File: config.mk
export PLATFORM = sky130hd
export DESIGN_NAME = searchable_fifo_queue_top
export DESIGN_NICKNAME = d
export VERILOG_FILES = /design/src/rtl/sfq_pkg.sv /design/src/rtl/sfq_cell.sv /design/src/rtl/searchable_fifo_queue_top.sv
export SDC_FILE = /design/constraint.sdc
export NUM_CORES = 2
export LEC_CHECK = 0
export BUFFER_PORTS_ARGS = -buffer_cell sky130_fd_sc_hd__buf_2
export CAP_MARGIN = 5
export CORE_UTILIZATION = 44
export CTS_BUF_LIST = sky130_fd_sc_hd__clkbuf_8
export DETAILED_ROUTE_END_ITERATION = 6
export PLACE_DENSITY = 0.61
export SETUP_SLACK_MARGIN = 0.4
export SLEW_MARGIN = 10
export SYNTH_ARGS = -nofsm -noshare
export SYNTH_HDL_FRONTEND = slang
export SYNTH_HIERARCHICAL = 1
export SYNTH_SLANG_ARGS = --single-unit
File: constraint.sdc
create_clock -name clk -period 6.8 [get_ports clk]
set_input_delay 1.02 -clock clk [delete_from_list [all_inputs] [get_ports clk]]
set_output_delay 1.02 -clock clk [all_outputs]
set_load 0.02 [all_outputs]
File: src/rtl/sfq_pkg.sv
`timescale 1ns / 1ps
// ----------------------------------------------------------------------------
// sfq_pkg: shared types and codes for the searchable FIFO queue
// Beat structs for both channels, command and status codes, defaults and
// the control bundle that the queue controller drives into every cell.
// ----------------------------------------------------------------------------
package sfq_pkg;

  // Defaults for the top-level parameters.
  localparam int DEPTH_DEF      = 64;
  localparam int DATA_WIDTH_DEF = 32;

  // Command codes.
  localparam logic [1:0] CMD_ENQUEUE = 2'd0;
  localparam logic [1:0] CMD_DEQUEUE = 2'd1;
  localparam logic [1:0] CMD_SEARCH  = 2'd2;

  // Status codes.
  localparam logic [1:0] ST_OK        = 2'd0;
  localparam logic [1:0] ST_FULL      = 2'd1;
  localparam logic [1:0] ST_EMPTY     = 2'd2;
  localparam logic [1:0] ST_NOT_FOUND = 2'd3;

  // One request beat.
  typedef struct packed {
    logic [1:0]  command;
    logic [31:0] value;
  } sfq_req_t;

  // One result beat.
  typedef struct packed {
    logic [1:0]  status;
    logic [31:0] data_out;
    logic [6:0]  position;
    logic [6:0]  occupancy;
  } sfq_res_t;

  // Control common to all cells of the chain.
  typedef struct packed {
    logic shift;    // dequeue: every cell takes its neighbor's word
    logic capture;  // search: every cell compares its word with the key
    logic scan;     // search scan: match flags move one cell toward the head
  } sfq_cell_ctrl_t;

endpackage

File: src/rtl/sfq_cell.sv
`timescale 1ns / 1ps
// ----------------------------------------------------------------------------
// sfq_cell: one storage cell of the queue chain
// Holds one data word and one match flag. Words move toward the head on a
// dequeue, match flags move toward the head while a search is scanned.
// ----------------------------------------------------------------------------
module sfq_cell
  import sfq_pkg::*;
#(
  parameter int DATA_WIDTH = DATA_WIDTH_DEF
) (
  input  logic                  clk,
  input  logic                  rst,
  input  sfq_cell_ctrl_t        ctrl,
  input  logic                  load,
  input  logic                  occupied,
  input  logic [DATA_WIDTH-1:0] key,
  input  logic [DATA_WIDTH-1:0] word_in,
  input  logic                  hit_in,
  output logic [DATA_WIDTH-1:0] word,
  output logic                  hit
);

  // Data word: written at the tail on enqueue, taken from the neighbor on dequeue.
  always_ff @(posedge clk) begin
    if (load) begin
      word <= key;
    end else if (ctrl.shift) begin
      word <= word_in;
    end
  end

  // Match flag: set by the compare, then handed toward the head one cell a cycle.
  always_ff @(posedge clk) begin
    if (rst) begin
      hit <= 1'b0;
    end else if (ctrl.capture) begin
      hit <= occupied && (word == key);
    end else if (ctrl.scan) begin
      hit <= hit_in;
    end
  end

endmodule

File: src/rtl/searchable_fifo_queue_top.sv
`timescale 1ns / 1ps
// ----------------------------------------------------------------------------
// searchable_fifo_queue_top: FIFO in a chain of cells with linear search
// Head at cell 0. Enqueue appends at the tail, dequeue returns the head and
// moves all words forward, search reports the first matching position.
//
//   channel   handshake        payload
//   request   start / busy     req    (command, value)
//   result    done (strobe)    result (status, data_out, position, occupancy)
//
// Enqueue, dequeue and unused codes are answered from idle; done rises the
// cycle after the request beat. A search compares all cells at once, then
// its match flags shift one cell a cycle toward the head, and it holds busy
// until the first match reaches the head or every occupied cell is scanned.
// Reset empties the queue at once and leaves the stored words undefined.
// The receiver cannot stall: every result beat is final.
// ----------------------------------------------------------------------------
module searchable_fifo_queue_top
  import sfq_pkg::*;
#(
  parameter int DEPTH      = DEPTH_DEF,
  parameter int DATA_WIDTH = DATA_WIDTH_DEF
) (
  input  logic     clk,
  input  logic     rst,
  input  logic     start,
  output logic     busy,
  input  sfq_req_t req,
  output logic     done,
  output sfq_res_t result
);

  localparam int CW = $clog2(DEPTH + 1);

  // Controller states.
  localparam logic S_IDLE = 1'b0;
  localparam logic S_SCAN = 1'b1;

  logic                  state;
  logic                  state_next;
  logic [CW-1:0]         count;
  logic [CW-1:0]         count_next;
  logic [CW-1:0]         idx;
  logic [CW-1:0]         idx_next;
  logic                  done_next;
  sfq_res_t              result_next;

  logic                  accept;
  logic [63:0]           value_ext;
  logic [DATA_WIDTH-1:0] key;
  logic                  is_full;
  logic                  is_empty;
  logic                  do_enq;
  logic                  do_deq;
  sfq_cell_ctrl_t        ctrl;

  logic [DATA_WIDTH-1:0] cell_word [DEPTH];
  logic                  cell_hit  [DEPTH];

  assign busy      = (state == S_SCAN);
  assign accept    = start && !busy;
  assign value_ext = 64'(req.value);
  assign key       = value_ext[DATA_WIDTH-1:0];
  assign is_full   = (count == CW'(DEPTH));
  assign is_empty  = (count == '0);
  assign do_enq    = accept && (req.command == CMD_ENQUEUE) && !is_full;
  assign do_deq    = accept && (req.command == CMD_DEQUEUE) && !is_empty;

  // Chain control.
  always_comb begin
    ctrl.shift   = do_deq;
    ctrl.capture = accept && (req.command == CMD_SEARCH);
    ctrl.scan    = (state == S_SCAN);
  end

  // Row of cells; the cell past the tail feeds zeros.
  for (genvar i = 0; i < DEPTH; i++) begin : g_cell
    logic [DATA_WIDTH-1:0] nb_word;
    logic                  nb_hit;
    if (i == DEPTH - 1) begin : g_last
      assign nb_word = '0;
      assign nb_hit  = 1'b0;
    end else begin : g_mid
      assign nb_word = cell_word[i+1];
      assign nb_hit  = cell_hit[i+1];
    end
    sfq_cell #(
      .DATA_WIDTH(DATA_WIDTH)
    ) u_cell (
      .clk     (clk),
      .rst     (rst),
      .ctrl    (ctrl),
      .load    (do_enq && (count == CW'(i))),
      .occupied(CW'(i) < count),
      .key     (key),
      .word_in (nb_word),
      .hit_in  (nb_hit),
      .word    (cell_word[i]),
      .hit     (cell_hit[i])
    );
  end

  // Controller: enqueue, dequeue and unused codes answered from idle, search scan in its own state.
  always_comb begin
    state_next  = state;
    count_next  = count;
    idx_next    = idx;
    done_next   = 1'b0;
    result_next = result;
    unique case (state)
      S_IDLE: begin
        idx_next = '0;
        if (accept) begin
          result_next.status    = ST_OK;
          result_next.data_out  = '0;
          result_next.position  = '0;
          result_next.occupancy = 7'(count);
          case (req.command)
            CMD_ENQUEUE: begin
              done_next = 1'b1;
              if (is_full) begin
                result_next.status = ST_FULL;
              end else begin
                count_next            = count + 1'b1;
                result_next.occupancy = 7'(count + 1'b1);
              end
            end
            CMD_DEQUEUE: begin
              done_next = 1'b1;
              if (is_empty) begin
                result_next.status = ST_EMPTY;
              end else begin
                count_next            = count - 1'b1;
                result_next.data_out  = 32'(cell_word[0]);
                result_next.occupancy = 7'(count - 1'b1);
              end
            end
            CMD_SEARCH: begin
              state_next = S_SCAN;
            end
            default: begin
              done_next = 1'b1;
            end
          endcase
        end
      end
      S_SCAN: begin
        result_next.data_out  = '0;
        result_next.occupancy = 7'(count);
        if (idx == count) begin
          state_next           = S_IDLE;
          done_next            = 1'b1;
          result_next.status   = ST_NOT_FOUND;
          result_next.position = '0;
        end else if (cell_hit[0]) begin
          state_next           = S_IDLE;
          done_next            = 1'b1;
          result_next.status   = ST_OK;
          result_next.position = 7'(idx + 1'b1);
        end else begin
          idx_next = idx + 1'b1;
        end
      end
      default: begin
        state_next = S_IDLE;
      end
    endcase
  end

  // Control registers.
  always_ff @(posedge clk) begin
    if (rst) begin
      state <= S_IDLE;
      count <= '0;
      idx   <= '0;
      done  <= 1'b0;
    end else begin
      state <= state_next;
      count <= count_next;
      idx   <= idx_next;
      done  <= done_next;
    end
  end

  // Result beat register.
  always_ff @(posedge clk) begin
    result <= result_next;
  end

  // The queue never holds more than its depth.
  a_count_range: assert property (@(posedge clk) disable iff (rst)
    count <= CW'(DEPTH))
    else $error("entry count above depth");

  // A scan never runs past the occupied cells.
  a_scan_bound: assert property (@(posedge clk) disable iff (rst)
    busy |-> idx <= count)
    else $error("search scan past occupancy");

  // Every accepted request either answers next cycle or starts a scan.
  a_accept_answer: assert property (@(posedge clk) disable iff (rst)
    accept |=> (done != busy))
    else $error("request neither answered nor scanning");

  // A result beat only comes from a request or the end of a scan.
  a_done_cause: assert property (@(posedge clk) disable iff (rst)
    done |-> ($past(accept) || $past(busy)) && !busy)
    else $error("result beat without cause");

  // Occupancy changes only on an accepted enqueue or dequeue.
  a_count_hold: assert property (@(posedge clk) disable iff (rst)
    !$past(accept) |-> $stable(count))
    else $error("entry count changed without request");

endmodule

==> reports/metrics.cfg <==
[outcome]
outcome=complete, no violations

[placement]
io_buffer_count=86
place.gp.congestion=0.859
dp_hpwl_mm=187
place_area_sq_um=121000

[setup_path]
cp.required_ps=7390
cp_slowest_cell=and2_4
crit_path_end_kind=flip-flop
path_common_cell=buf_4
path_buf_inv=3
start_kind=flip-flop
cp_slowest_stage_delay_ps=850
path_delay_family=simple AND/OR/NAND/NOR gates
critPathMaxFanout=53
path_class=flip-flop to flip-flop
path_cells=inv_1 -> ha_1 -> nor2b_1 -> a211oi_4 -> buf_4 -> and2_4 -> buf_4 -> or2_2
arrival_ps=5340

[clock_tree]
clk_pin_slew_worst_paths_ps=60
ctsHoldBuffers=0
cts_resized=0
cts_num_sinks=2176
cts.path.max_buffers=4
clk_latency_ps=1030
cts_tree=done
root_buffer=clkbuf_8
h-tree-depth=5
post-cts-setup-buffers=0
numCtsBuffers=386

[sta]
hold_violations=0
whs_ps=534
timing.fmax_mhz=211
min_period_ps=4750
setup_viol=0
skew_ps=77.2
tns_ps=0
rsz0062_at_grt=no
slew_violations=0
relSlewSlack_pct=12.1
timing.final.crit_share_pct=69.8
worstMarginPinSlew_ps=1310

[power]
peakVddDrop_uv=145
power_density_nw_per_um2=225
p_leak_nw=40.5
power_mw=28.9

[floorplan]
start_util_pct=44.2
die_h_um=515
rows=188
fp.coreArea_sq_um=262000
die_area_sq_um=265000
fp.dieW_um=515
ioPinCount=87

[synth]
ys_ff_latch=2176
synth_top_area_cell=edfxtp_1
synth_flop_cell=edfxtp_1
netlist_instances=7930
synth_area_leaders=edfxtp_1, mux2_2, xnor2_1
seq_area_frac_synth_pct=55.7
synth_edf_count=2096
yosys.area.top_type_share_pct=54.3
yosysWarnings=6
synthArstFlopShare_pct=0
synth_area_per_cell_sq_um=14.6
yosysUniqueCellTypes=62
syn_area_sq_um=116000

[cells_and_area]
stdcell_area_sq_um=128000
fillers=22600
layout_commonest_cell=edfxtp_1
final_cell_mix=edfxtp_1, mux2_2, xnor2_1
layout-drive-gt1-share_pct=34.5
postLayoutCoreUtil_pct=49.0
layout-area-overhead-vs-synth_pct=10.7
layout.nets=8326

[route]
first_iter_violations=4476
routedWlPerCell_um=23.1
drcViolationCount=0
drtAntennaViolNets=0
drt_wl_total_mm=280
vias=66000
firstDrtPassIters=6
avgViaCountPerCell=5.45

[global_route]
grt_pass1_wl_mm=426
grtUsageTotal_pct=20.7
antenna_found_initial=5
grt_pass1_vias=68900
grt-ovfl-total=0
grt_max_degree=100

[hold_path]
hold_path_class=flip-flop to flip-flop

[run]
cap_violations=0

[final cells by class]
| type | count | area (sq um) | share of cell area (%) |
|---|---|---|---|
| Antenna cell | 2 | 5.00 | 0.00390 |
| Clock buffer | 408 | 5620 | 4.37 |
| Tap cell | 3515 | 4400 | 3.43 |
| Timing Repair Buffer | 232 | 1950 | 1.52 |
| Multi-Input combinational cell | 5474 | 50300 | 39.2 |
| Inverter | 12 | 45.0 | 0.0351 |
| Sequential cell | 2176 | 64500 | 50.3 |
| Clock inverter | 302 | 1470 | 1.14 |
[path summary, 6_finish.rpt]
path,start,cells after the start,to,slack (ps)
worst max-delay path,count[0]$_SDFFE_PP0P_,8,g_cell[29].u_cell/word[26]$_DFFE_PP_,2050
worst min-delay path,idx[6]$_SDFFE_PP0P_,2,idx[6]$_SDFFE_PP0P_,530
worst max register to register,count[0]$_SDFFE_PP0P_,8,g_cell[29].u_cell/word[26]$_DFFE_PP_,2050
worst min register to register,idx[6]$_SDFFE_PP0P_,2,idx[6]$_SDFFE_PP0P_,530
[where the power goes]
group / switching, mW / internal [mW]
clock: 5.56 / 5.72
combinational: 1.46 / 0.864
sequential: 0.237 / 15.0
total: 7.26 / 21.6
[layer usage]
layer | vias up | wire, um | track usage (%)
met5 | - | 0 | 0
met4 | 0 | 8730 | 6.99
met3 | 565 | 15500 | 3.42
met2 | 1869 | 130000 | 33.6
met1 | 33000 | 126000 | 28.1
li1 | 30600 | - | -
[state kept, by name (all words and copies together), names as in the netlist]
name and flops:
count 7, idx 7, result 48, g_cell.u_cell/hit 64, g_cell.u_cell/word 2048, done 1, busy 1
[worst register-to-register path, stage by stage (launching register included)]
cell	delay [ps]
dfxtp_1	790
inv_1	300
ha_1	450
nor2b_1	270
a211oi_4	280
buf_4	350
and2_4	860
buf_4	390
or2_2	670
[metrics by stage]
| step | worst slack (ps) | instances |
|---|---|---|
| 2_1_floorplan | 825 | 7962 |
| 3_3_place_gp | 1780 | 11400 |
| 3_5_place_dp | 1670 | 11400 |
| 4_1_cts | 2110 | 12100 |
| 5_1_grt | 1800 | 12100 |
| 6_report | 2050 | 12100 |
[kinds of logic after synthesis]
group                    count (synthesis)  share of synthesized area (%)
flip-flops                            2176                           55.7
multiplexers                          2119                           20.5
XOR/XNOR                              2063                           15.6
AND/OR/NAND/NOR                       1088                           5.43
buffers and inverters                  312                           1.23
AO/OA/AOI/OAI                          164                           1.47
adder cells (fa/ha/maj)                  7                         0.0756
other                                    1                        0.00324
[Yosys cell counts, types with 2 or more instances]
| cell | count |
|---|---|
| xnor2_1 | 1285 |
| a211oi_1 | 7 |
| a31oi_1 | 5 |
| nand4_1 | 385 |
| nand2_1 | 120 |
| nor2b_1 | 5 |
| nor2_1 | 84 |
| a311oi_1 | 4 |
| nand3_1 | 19 |
| and3_1 | 4 |
| mux2_2 | 2048 |
| or3_1 | 69 |
| o21ai_1 | 4 |
| nor4_1 | 260 |
| a21o_1 | 2 |
| xor2_1 | 778 |
| mux2i_1 | 71 |
| nor3_1 | 12 |
| o41ai_2 | 64 |
| and2_1 | 34 |
| nand2b_1 | 20 |
| o21a_1 | 4 |
| o31ai_1 | 2 |
| buf_2 | 195 |
| a21oi_1 | 17 |
| inv_2 | 3 |
| clkbuf_1 | 100 |
| o21bai_1 | 15 |
| o21ai_0 | 25 |
| edfxtp_1 | 2096 |
| ha_1 | 7 |
| or2_2 | 66 |
| inv_1 | 8 |
| a221oi_1 | 2 |
| dfxtp_1 | 80 |
| buf_1 | 4 |
(Power assumes the default switching activity.)
